**config.mk**
```make
export PLATFORM = sky130hd
export DESIGN_NAME = sha256_stream_hasher
export DESIGN_NICKNAME = d
export VERILOG_FILES = /design/src/sv/sha_pkg.sv /design/src/sv/sha_ram.sv /design/src/sv/sha_round.sv /design/src/sv/sha256_stream_hasher.sv
export SDC_FILE = /design/constraint.sdc
export NUM_CORES = 2
export LEC_CHECK = 0
export BUFFER_PORTS_ARGS = -buffer_cell sky130_fd_sc_hd__buf_4
export CORE_ASPECT_RATIO = 1.4
export CORE_UTILIZATION = 35
export CTS_CLUSTER_DIAMETER = 30
export DETAILED_ROUTE_END_ITERATION = 16
export GPL_ROUTABILITY_DRIVEN = 1
export GPL_TIMING_DRIVEN = 0
export SLEW_MARGIN = 10
export SYNTH_ARGS = -nofsm -noshare
export SYNTH_HDL_FRONTEND = slang
export SYNTH_SLANG_ARGS = --single-unit
```
**constraint.sdc**
```tcl
create_clock -name clk_i -period 17.9 [get_ports clk_i]
set_clock_uncertainty 0.1 [all_clocks]
set_input_delay 2.685 -clock clk_i [delete_from_list [all_inputs] [get_ports clk_i]]
set_output_delay 2.685 -clock clk_i [all_outputs]
set_load 0.05 [all_outputs]
```
**src/sv/sha_pkg.sv**
```systemverilog
package sha_pkg;

  localparam int unsigned BlkWords = 16;
  localparam int unsigned HashWords = 8;
  localparam int unsigned Rounds = 64;

  localparam logic [7:0] PadByte = 8'h80;

  typedef logic [31:0] word_t;

  typedef enum logic [7:0] {
    StIdle   = 8'b0000_0001,
    StLoad   = 8'b0000_0010,
    StRound  = 8'b0000_0100,
    StAdd    = 8'b0000_1000,
    StLen    = 8'b0001_0000,
    StClear  = 8'b0010_0000,
    StEmit   = 8'b0100_0000,
    StInit   = 8'b1000_0000
  } state_e;

  function automatic word_t round_k(input logic [5:0] t);
    word_t k;
    case (t)
      6'd0: k = 32'h428A2F98; 6'd1: k = 32'h71374491; 6'd2: k = 32'hB5C0FBCF;
      6'd3: k = 32'hE9B5DBA5; 6'd4: k = 32'h3956C25B; 6'd5: k = 32'h59F111F1;
      6'd6: k = 32'h923F82A4; 6'd7: k = 32'hAB1C5ED5; 6'd8: k = 32'hD807AA98;
      6'd9: k = 32'h12835B01; 6'd10: k = 32'h243185BE; 6'd11: k = 32'h550C7DC3;
      6'd12: k = 32'h72BE5D74; 6'd13: k = 32'h80DEB1FE; 6'd14: k = 32'h9BDC06A7;
      6'd15: k = 32'hC19BF174; 6'd16: k = 32'hE49B69C1; 6'd17: k = 32'hEFBE4786;
      6'd18: k = 32'h0FC19DC6; 6'd19: k = 32'h240CA1CC; 6'd20: k = 32'h2DE92C6F;
      6'd21: k = 32'h4A7484AA; 6'd22: k = 32'h5CB0A9DC; 6'd23: k = 32'h76F988DA;
      6'd24: k = 32'h983E5152; 6'd25: k = 32'hA831C66D; 6'd26: k = 32'hB00327C8;
      6'd27: k = 32'hBF597FC7; 6'd28: k = 32'hC6E00BF3; 6'd29: k = 32'hD5A79147;
      6'd30: k = 32'h06CA6351; 6'd31: k = 32'h14292967; 6'd32: k = 32'h27B70A85;
      6'd33: k = 32'h2E1B2138; 6'd34: k = 32'h4D2C6DFC; 6'd35: k = 32'h53380D13;
      6'd36: k = 32'h650A7354; 6'd37: k = 32'h766A0ABB; 6'd38: k = 32'h81C2C92E;
      6'd39: k = 32'h92722C85; 6'd40: k = 32'hA2BFE8A1; 6'd41: k = 32'hA81A664B;
      6'd42: k = 32'hC24B8B70; 6'd43: k = 32'hC76C51A3; 6'd44: k = 32'hD192E819;
      6'd45: k = 32'hD6990624; 6'd46: k = 32'hF40E3585; 6'd47: k = 32'h106AA070;
      6'd48: k = 32'h19A4C116; 6'd49: k = 32'h1E376C08; 6'd50: k = 32'h2748774C;
      6'd51: k = 32'h34B0BCB5; 6'd52: k = 32'h391C0CB3; 6'd53: k = 32'h4ED8AA4A;
      6'd54: k = 32'h5B9CCA4F; 6'd55: k = 32'h682E6FF3; 6'd56: k = 32'h748F82EE;
      6'd57: k = 32'h78A5636F; 6'd58: k = 32'h84C87814; 6'd59: k = 32'h8CC70208;
      6'd60: k = 32'h90BEFFFA; 6'd61: k = 32'hA4506CEB; 6'd62: k = 32'hBEF9A3F7;
      default: k = 32'hC67178F2;
    endcase
    return k;
  endfunction

  function automatic word_t start_h(input logic [2:0] i);
    word_t h;
    case (i)
      3'd0: h = 32'h6A09E667; 3'd1: h = 32'hBB67AE85;
      3'd2: h = 32'h3C6EF372; 3'd3: h = 32'hA54FF53A;
      3'd4: h = 32'h510E527F; 3'd5: h = 32'h9B05688C;
      3'd6: h = 32'h1F83D9AB;
      default: h = 32'h5BE0CD19;
    endcase
    return h;
  endfunction

endpackage

```
**src/sv/sha_ram.sv**
```systemverilog
module sha_ram #(
  parameter int unsigned Width = 32,
  parameter int unsigned Depth = 16
) (
  input  logic                     clk_i,
  input  logic                     we_i,
  input  logic [$clog2(Depth)-1:0] waddr_i,
  input  logic [Width-1:0]         wdata_i,
  input  logic [$clog2(Depth)-1:0] raddr_i,
  output logic [Width-1:0]         rdata_o
);

  logic [Width-1:0] mem [Depth];

  always_ff @(posedge clk_i) begin
    if (we_i) begin
      mem[waddr_i] <= wdata_i;
    end
    rdata_o <= mem[raddr_i];
  end

endmodule

```
**src/sv/sha_round.sv**
```systemverilog
module sha_round import sha_pkg::*; (
  input  logic       clk_i,
  input  logic       load_i,
  input  logic       step_i,
  input  word_t      hin_i [HashWords],
  input  word_t      w_i,
  input  logic [5:0] t_i,
  output word_t      v_o [HashWords]
);

  word_t v_q [HashWords];
  word_t a, e, s0, s1, ch, maj, t1, t2;

  always_comb begin
    a   = v_q[0];
    e   = v_q[4];
    s1  = {e[5:0], e[31:6]} ^ {e[10:0], e[31:11]} ^ {e[24:0], e[31:25]};
    ch  = (e & v_q[5]) ^ (~e & v_q[6]);
    t1  = v_q[7] + s1 + ch + round_k(t_i) + w_i;
    s0  = {a[1:0], a[31:2]} ^ {a[12:0], a[31:13]} ^ {a[21:0], a[31:22]};
    maj = (a & v_q[1]) ^ (a & v_q[2]) ^ (v_q[1] & v_q[2]);
    t2  = s0 + maj;
  end

  always_ff @(posedge clk_i) begin
    if (load_i) begin
      v_q <= hin_i;
    end else if (step_i) begin
      v_q[0] <= t1 + t2;
      v_q[1] <= v_q[0];
      v_q[2] <= v_q[1];
      v_q[3] <= v_q[2];
      v_q[4] <= v_q[3] + t1;
      v_q[5] <= v_q[4];
      v_q[6] <= v_q[5];
      v_q[7] <= v_q[6];
    end
  end

  assign v_o = v_q;

endmodule

```
**src/sv/sha256_stream_hasher.sv**
```systemverilog
// sha-256 over a byte stream
// input channel (in_valid_i / in_ready_o): cmd_i = 0 appends data_byte_i to the
// message, cmd_i = 1 finishes it. in_ready_o stays high after a data item
// unless it completes a 64-byte block; that item and a finish start the compression.
// during one block in_ready_o is low: the 16 block words are read from a ram,
// then 64 rounds run one per cycle with the message schedule kept in a 16-word
// shift window, then the hash is added and the block ram cleared.
// a finish writes the bit length, runs one compression (two when eight or fewer
// bytes are left in the block) and clears the block ram again before the first
// digest word appears. the eight words follow, word_index_o 0 first, last_word_o
// high on word 7, one per cycle while out_ready_i is high.
// each result item waits on the output channel (out_valid_o / out_ready_i)
// until taken; a stalled receiver holds the block with no loss.
// after the last digest word, hash and block state reset for the next message
// before in_ready_o rises. after reset the block clears the block ram before
// in_ready_o rises.
module sha256_stream_hasher import sha_pkg::*; (
  input  logic        clk_i,
  input  logic        rst_ni,
  input  logic        in_valid_i,
  output logic        in_ready_o,
  input  logic        cmd_i,
  input  logic [7:0]  data_byte_i,
  output logic        out_valid_o,
  input  logic        out_ready_i,
  output logic [31:0] digest_word_o,
  output logic [2:0]  word_index_o,
  output logic        last_word_o
);

  state_e     state_q, state_d;
  logic [60:0] count_q;
  logic [6:0] t_q;
  logic       fin_q;
  logic       second_q;
  logic [2:0] oidx_q;
  word_t      h_q [HashWords];
  word_t      w_q [BlkWords];
  word_t      blk_q;

  // block ram: byte read-modify-write is done in a shadow word register
  logic       we;
  logic [3:0] waddr, raddr;
  word_t      wdata, rdata;

  sha_ram #(.Width(32), .Depth(BlkWords)) u_blk (
    .clk_i, .we_i(we), .waddr_i(waddr), .wdata_i(wdata),
    .raddr_i(raddr), .rdata_o(rdata)
  );

  word_t v [HashWords];
  word_t wcur, x15, y2, sig0, sig1, wnext;
  logic  rload, rstep;

  sha_round u_round (
    .clk_i, .load_i(rload), .step_i(rstep), .hin_i(h_q), .w_i(wcur),
    .t_i(t_q[5:0] - 6'd1), .v_o(v)
  );

  logic [5:0] pos;
  logic       accept;
  assign pos = count_q[5:0];
  assign in_ready_o = (state_q == StIdle);
  assign accept = in_valid_i && in_ready_o;

  // current word being filled lives in blk_q; written to ram when full or on a finish
  always_comb begin
    x15   = w_q[1];
    y2    = w_q[14];
    sig0  = {x15[6:0], x15[31:7]} ^ {x15[17:0], x15[31:18]} ^ (x15 >> 3);
    sig1  = {y2[16:0], y2[31:17]} ^ {y2[18:0], y2[31:19]} ^ (y2 >> 10);
    wnext = sig1 + w_q[9] + sig0 + w_q[0];
    wcur  = w_q[0];
  end

  word_t byte_word;
  logic [7:0] bval;
  always_comb begin
    bval = (accept && !cmd_i) ? data_byte_i : PadByte;
    byte_word = blk_q | ({24'd0, bval} << (5'd24 - {pos[1:0], 3'd0}));
  end

  logic [63:0] bits;
  assign bits = {count_q, 3'b000};

  always_comb begin
    state_d = state_q;
    we = 1'b0;
    waddr = pos[5:2];
    wdata = byte_word;
    raddr = t_q[3:0];
    rload = 1'b0;
    rstep = 1'b0;
    case (state_q)
      StInit, StClear: begin
        we = 1'b1;
        waddr = t_q[3:0];
        wdata = '0;
        if (t_q[3:0] == 4'd15) state_d = (state_q == StClear) ? StEmit : StIdle;
      end
      StIdle: begin
        if (accept) begin
          if (pos[1:0] == 2'd3 || cmd_i) we = 1'b1;
          if (cmd_i) begin
            state_d = (pos >= 6'd56) ? StLoad : StLen;
          end else if (pos == 6'd63) begin
            state_d = StLoad;
          end
        end
      end
      StLen: begin
        we = 1'b1;
        waddr = t_q[0] ? 4'd15 : 4'd14;
        wdata = t_q[0] ? bits[31:0] : bits[63:32];
        if (t_q[0]) state_d = StLoad;
      end
      StLoad: begin
        if (t_q[4:0] == 5'd16) begin
          rload = 1'b1;
          state_d = StRound;
        end
      end
      StRound: begin
        rstep = 1'b1;
        if (t_q == 7'd64) state_d = StAdd;
      end
      StAdd: begin
        we = 1'b1;
        waddr = t_q[3:0];
        wdata = '0;
        if (t_q[3:0] == 4'd15) begin
          if (!fin_q) state_d = StIdle;
          else if (second_q) state_d = StLen;
          else state_d = StClear;
        end
      end
      StEmit: begin
        if (out_ready_i && oidx_q == 3'd7) state_d = StInit;
      end
      default: state_d = StIdle;
    endcase
  end

  always_ff @(posedge clk_i or negedge rst_ni) begin
    if (!rst_ni) begin
      state_q  <= StInit;
      count_q  <= '0;
      t_q      <= '0;
      fin_q    <= 1'b0;
      second_q <= 1'b0;
      oidx_q   <= '0;
      blk_q    <= '0;
      for (int i = 0; i < HashWords; i++) h_q[i] <= start_h(3'(i));
    end else begin
      state_q <= state_d;
      case (state_q)
        StInit: begin
          t_q <= (t_q[3:0] == 4'd15) ? 7'd0 : t_q + 7'd1;
          blk_q <= '0;
          count_q <= '0;
          fin_q <= 1'b0;
          oidx_q <= '0;
          for (int i = 0; i < HashWords; i++) h_q[i] <= start_h(3'(i));
        end
        StClear: t_q <= (t_q[3:0] == 4'd15) ? 7'd0 : t_q + 7'd1;
        StIdle: begin
          t_q <= '0;
          if (accept) begin
            if (cmd_i) begin
              fin_q <= 1'b1;
              second_q <= (pos >= 6'd56);
              blk_q <= '0;
            end else begin
              count_q <= count_q + 61'd1;
              blk_q <= (pos[1:0] == 2'd3) ? '0 : byte_word;
            end
          end
        end
        StLen: t_q <= t_q[0] ? 7'd0 : 7'd1;
        StLoad: begin
          // ram data of address t-1 arrives; shift into schedule window
          if (t_q != 7'd0) begin
            for (int i = 0; i < BlkWords - 1; i++) w_q[i] <= w_q[i+1];
            w_q[15] <= rdata;
          end
          t_q <= (t_q[4:0] == 5'd16) ? 7'd1 : t_q + 7'd1;
        end
        StRound: begin
          // window holds w[r]..w[r+15]; round r uses w_q[0], w[r+16] enters at the top
          for (int i = 0; i < BlkWords - 1; i++) w_q[i] <= w_q[i+1];
          w_q[15] <= wnext;
          t_q <= (t_q == 7'd64) ? 7'd0 : t_q + 7'd1;
        end
        StAdd: begin
          t_q <= (t_q[3:0] == 4'd15) ? 7'd0 : t_q + 7'd1;
          // the working words are final once the last round has been taken
          if (t_q[3:0] == 4'd0) begin
            for (int i = 0; i < HashWords; i++) h_q[i] <= h_q[i] + v[i];
          end
          if (t_q[3:0] == 4'd15 && fin_q) second_q <= 1'b0;
        end
        StEmit: if (out_ready_i) oidx_q <= oidx_q + 3'd1;
        default: ;
      endcase
    end
  end

  // at load w_q[0..15] holds w[0]..w[15], so each step reads w_q[0]
  assign out_valid_o   = (state_q == StEmit);
  assign digest_word_o = h_q[oidx_q];
  assign word_index_o  = oidx_q;
  assign last_word_o   = (oidx_q == 3'd7);

endmodule
```
==> After elaboration in Yosys (flattened, before gate mapping) <==
Memory sizes are Yosys's and may differ from the RTL's. A register that Yosys moved wholly into a read port is not among the register bits.
Cells that the tools add are included.
{ "totals": {"regBits": 625, "ram_bits": 1024, "mem_bits_ro": 2048, "input_bits": 13, "out_inout_bits": 38, "word_cells": 215, "memories": 3} }
{ "classes": {"n_addsub": 23, "magnitude_cmp": 2, "eq_ne": 27, "shifts": 1, "mux": 75, "bitwise_logic": 35, "reduce_logical": 26} }
{ "mem_list": {"columns": ["name", "depth", "width", "rd", "rd_ports_with_merged_regs", "write_ports", "line", "source"], "rows": [
  ["(name not given)", 64, 32, 1, 0, 0, "sha_pkg.sv:24", "case (t)"],
  ["u_blk.mem", 16, 32, 1, 1, 1, "sha_ram.sv:13", "logic [Width-1:0] mem [Depth];"],
  ["w_q", 16, 32, 16, 0, 16, "sha256_stream_hasher.sv:38", "word_t w_q [BlkWords];"]
]} }
{ "ops": {"columns": ["operator", "n"], "rows": [
  ["two-way mux 256 bit", 3],
  ["two-way mux 32 bit", 22],
  ["adder 32 bit", 18],
  ["case mux 256 bit (2 select lines)", 1],
  ["bitwise XOR 32 bit", 9],
  ["AND 32 bit", 5],
  ["case mux 32 bit (2 select lines)", 2],
  ["two-way mux 61 bit", 2],
  ["case mux 61 bit (2 select lines)", 1],
  ["binary-select mux 32 bit (select 3 bit)", 1],
  ["two-way mux 8 bit", 10],
  ["adder 61 x 1 -> 61 bit (second input constant)", 1],
  ["case mux 8 bit (7 select lines)", 1],
  ["case mux 7 bit (5 select lines)", 1],
  ["NOT 32 bit", 1],
  ["OR 32 bit", 1],
  ["left shift 8 x 5 -> 32 bit", 1],
  ["bitwise XOR 32 x 22 -> 32 bit", 1],
  ["bitwise XOR 32 x 29 -> 32 bit", 1],
  ["two-way mux 7 bit", 4],
  ["two-way mux 1 bit", 18],
  ["!= test 2 bit (second input constant)", 8],
  ["OR 1 bit", 16],
  ["two-way mux 6 bit", 2],
  ["other kinds (42)", 59]
]} }

==> Logic depth before layout (Yosys ltp) <==
{ "logic_depth": {"depth_word": 10, "ltp_mapped": 47, "depth_no_buf": 42} }

==> Hierarchy <==
A second synthesis with hierarchy kept.
{ "hier_totals": {"hier_cells": 7574, "area_unflattened_um2": 92638.8} }
{ "by_module_without_submodules": {"columns": ["module", "instances", "cells_each", "area_each_um2"], "rows": [
  ["sha256_stream_hasher", 1, 4384, 49334.8],
  ["sha_round", 1, 2352, 23468.8],
  ["sha_ram", 1, 838, 19835.3]
]} }

==> Worst setup path after synthesis <==
OpenSTA, ideal clock, no wires.
{ "synth_path": {"path_type": "input -> register", "start": "input port rst_ni", "end": "memory w_q[0][0] (netlist name) (enable)", "setup_ns": 0.879, "arrival_time_ns": 13.552, "required_ns": 16.921, "path_slack_ns": 3.369, "cell_stages": 4, "path_buffers": 2, "cell_sequence": "and3_1 clkbuf_1 clkbuf_1 a21o_1"} }
{ "synth_lines": {"columns": ["element", "line", "source"], "rows": [
  ["from (decl)", "sha256_stream_hasher.sv:19", "input logic rst_ni,"],
  ["to (decl)", "sha256_stream_hasher.sv:38", null]
]} }

==> Worst setup path in the final report <==
{ "layout_path": {"start": "register t_q[0]", "end": "register u_round.v_q (netlist bit u_round.a[31]), data pin"} }
{ "layout_between": {"elab_chain_len": 7} }
{ "layout_rtl": {"columns": ["element", "line", "source"], "rows": [
  ["from (decl)", "sha256_stream_hasher.sv:33", "logic [6:0] t_q;"],
  ["from (signal assigned)", "sha256_stream_hasher.sv:158", "t_q <= (t_q[3:0] == 4'd15) ? 7'd0 : t_q + 7'd1;"],
  ["from (signal assigned)", "sha256_stream_hasher.sv:165", "StClear: t_q <= (t_q[3:0] == 4'd15) ? 7'd0 : t_q + 7'd1;"],
  ["from (signal assigned)", "sha256_stream_hasher.sv:179", "StLen: t_q <= t_q[0] ? 7'd0 : 7'd1;"],
  ["subtractor 6 x 1 -> 6 bit", "sha256_stream_hasher.sv:57", ".t_i(t_q[5:0] - 6'd1), .v_o(v)"],
  ["memory (64 x 32 bit)", null, null],
  ["adder 32 bit (2 in a row)", "sha_round.sv:19", "t1 = v_q[7] + s1 + ch + round_k(t_i) + w_i;"],
  ["adder 32 bit", "sha_round.sv:29", "v_q[0] <= t1 + t2;"],
  ["two-way mux 256 bit", "sha_round.sv:28", "end else if (step_i) begin"],
  ["two-way mux 256 bit *", "sha_round.sv:26", "if (load_i) begin"],
  ["to (signal assigned)", "sha_round.sv:27", "v_q <= hin_i;"],
  ["to (decl)", "sha_round.sv:11", "word_t v_q [HashWords];"]
]} }
Every way passes the cells marked *; elsewhere a longest branch is shown, timed or not. The select of a mux whose other input is x is not followed.
A chain may end at the register's enable or synchronous reset.

==> results.ini <==
[clocking]
clockRootBuffer = clkbuf_16
clkTransAtPathRegs_ns = 0.05
cts_buffers = 332
htree_num_levels = 5
cts_resized = 0
cts_setup_buffers = 0
cts.sinks = 1681
cts_buffer_depth = 4
cts_tree = yes
clk_latency_ns = 0.89
ctsHoldBuffers = 0

[synth]
syn-num-nets = 8341
synth_cell_type_count = 101
yosysSeqAreaShare_pct = 52.9
syn_avg_cell_area_um2 = 11.8
synth_cells = 7738
synth_top_cell_by_area = edfxtp_1
yosysWarnings = 0
synth_top_area_share_pct = 42.0
synth-seq-cells = 1681
synth-main-ff-cell = edfxtp_1
synth-async-reset-ratio_pct = 22.0
yosysMostFrequentCell = edfxtp_1
netlist_top_cells_count = edfxtp_1, nand2_1, a21oi_1, nor2_1, o21ai_0
syn_area_mm2 = 0.0916
synthTopCellsByArea = edfxtp_1, dfrtp_1, mux4_2, ha_1, nand2_1
synth_edf_count = 1280

[power]
combPwrFrac_pct = 56.6
ir_drop_uv = 344
swShare_pct = 42.5
p_sw_uw = 11600
p_clk_share_pct = 23.9
p_int_uw = 15700
seqPwrFrac_pct = 19.4
cellLeakagePower_uw = 0.0423
p_total_uw = 27200
power_density_mw_per_mm2 = 248

[finish]
utilization_pct = 42.2
area_growth_pct = 19.6
design_area_mm2 = 0.110
drive_gt1_share_pct = 14.3
layout.nets = 8778

[run]
cap_violations = 1

[drt]
wl_um = 335000
wl_per_cell_um = 28.1
firstDrtPassIters = 6
ant_nets = 0
first_iter_violations = 6867
drc = 0
routed-via-count = 67012
viasPerCell = 5.62

[critical_path]
cp-start-kind = register
reg2regPathDepth = 43
critPathCapture = u_round.a[31]
cp_common_cell = inv_1
path_max_fanout = 15
r2r_end = u_round.a[31]
cp_slowest_cell = a31oi_1
worst-endpoint-required_ns = 18.35
cp-startpoint = t_q[0]
rrSetupSlack_ns = 2.47
crit_path_end_kind = register
cp.arrival_ns = 15.88
critical_path_class = register to register
slowest_delay_ns = 1.18
rr_startpoint = t_q[0]

[placed_design]
place_hpwl_um = 254000
place_area_mm2 = 0.0977
io_buffers = 43
place.gp.congestion = 1.03

[grt]
grt_pass1_wl_um = 473000
grt-ovfl-total = 0
grt_pass1_vias = 67607
grt_max_degree = 100
grt_util_all_layers_pct = 24.9
grt_antenna_before_repair = 20

[timing]
tightest_slew_ns = 1.49
drv_slew = 1
rsz0062_at_grt = no
period_needed_ns = 15.43
period_share_pct = 86.2
fmax_ghz = 0.0648
setup_viol = 0
finalHoldViolCount = 0
max-slew-margin-rel_pct = -0.227

[floorplan]
die_w_um = 434
core_mm2 = 0.260
die_h_um = 607
ios = 51
start_util_pct = 35.3
rows = 221
dieArea_mm2 = 0.264

[status]
status = complete, but fails checks
violations = capacitance limit, slew limit

[hold_path]
hold_class = register to register

[how the worst min path moves through the flow]
| stage | start | to | slack, ns | depth (start not counted) |
|---|---|---|---|---|
| 3_3_place_gp | w_q[0][153] | w_q[0][121] | 0.30 | 0 |
| 5_1_grt | w_q[1][242] | w_q[1][210] | 0.29 | 0 |
| 3_5_place_dp | w_q[0][153] | w_q[0][121] | 0.30 | 0 |
| 4_1_cts | w_q[1][242] | w_q[1][210] | 0.29 | 0 |
| 2_1_floorplan | w_q[0][132] | w_q[0][100] | 0.30 | 0 |
| 6_report | w_q[0][143] | w_q[0][111] | 0.29 | 0 |
[critical path, delay by kind of cell, from the launching register on]
kind            cells  cell delay (ns)
simple gates        7             1.95
flops               1             0.49
compound gates     13             4.59
buf+inv            11             3.94
xor+xnor            4             0.96
fa+ha+maj           8             3.09
[layer usage]
metal / share of wire [%] / wire length, µm / up-vias / global-route usage, %
li1: - / - / 29235 / -
met1: 36 / 121000 / 33456 / 28.3
met2: 49 / 163000 / 3239 / 42.1
met3: 6.6 / 22100 / 1074 / 4.12
met4: 8.5 / 28400 / 8 / 18.3
met5: 0.017 / 57 / - / 0
[layout make-up]
class                      instances  area, µm²
antenna                           11       27.5
buffer                           371       1450
clock buffer                     409       8890
clock inverter                   202       2840
fill                           23984     150000
inverter                         329       1230
multi-input combinational       5357      40700
sequential                      1681      48500
tap                             3456       4320
timing repair buffer             103       1560
[state kept, by name, summed over array words and instances, names as in the netlist]
| register | cells |
|---|---|
| u_blk.mem | 512 |
| w_q | 512 |
| h_q | 256 |
| u_round.v_o | 192 |
| count_q | 61 |
| blk_q | 32 |
| u_blk.rdata_o | 32 |
| u_round.a | 32 |
| u_round.e | 32 |
| state_q | 8 |
| t_q | 7 |
| word_index_o | 3 |
| fin_q | 1 |
| second_q | 1 |
[cells by family (layout without fill, tap and decap cells)]
family,Yosys count,after routing,synth area share [%]
AND/OR/NAND/NOR,2031,2031,9.65
AO/OA/AOI/OAI,1774,1774,12.0
flip-flops,1681,1681,52.9
buffers and inverters,700,1414,2.91
XOR/XNOR,628,628,6.03
adder cells (fa/ha/maj),592,592,9.68
multiplexers,332,332,6.78
other,0,11,0
[cell usage in the layout (no fill, tap or decap), drive strengths merged, types with 40 or more instances in the layout]
cell | netlist | layout
nor2b | 51 | 51
dfrtp | 232 | 232
nor2 | 470 | 470
o31ai | 44 | 44
nand3 | 107 | 107
inv | 328 | 363
xnor2 | 366 | 366
nor3 | 88 | 88
clkbuf | 286 | 696
o21bai | 42 | 42
edfxtp | 1280 | 1280
o211ai | 40 | 40
dfstp | 137 | 137
mux2i | 47 | 47
nand2 | 1047 | 1047
xor2 | 262 | 262
nand2b | 51 | 51
a211oi | 51 | 51
o21ai | 480 | 480
ha | 395 | 395
o21a | 51 | 51
mux4 | 225 | 225
a21oi | 544 | 544
a21o | 209 | 209
buf | 85 | 187
bufinv | 0 | 55
a31oi | 56 | 56
clkinv | 1 | 83
mux2 | 60 | 60
fa | 195 | 195
and3 | 41 | 41
[power by group through the flow]
stage | Combinational (µW) | Sequential, µW | Clock, µW
6_report | 15400 | 5290 | 6510
5_1_grt | 16800 | 5300 | 6760
4_1_cts | 15100 | 5290 | 6580
3_5_place_dp | 15000 | 5360 | 0
3_3_place_gp | 14700 | 5380 | 0
2_1_floorplan | 11000 | 5330 | 0
[through the flow]
step | setup TNS, ns | std cells | hold slack [ns] | worst slack [ns]
after global routing | 0 | 11913 | 0.291 | 2.24
final | 0 | 11919 | 0.288 | 2.47
after detailed placement | 0 | 11293 | 0.305 | 3.05
after global placement | -2805.91 | 11237 | 0.300 | -5.54
after CTS | 0 | 11904 | 0.291 | 3.03
after floorplan | 0 | 7738 | 0.300 | 3.37
(Power assumes the default switching activity.)
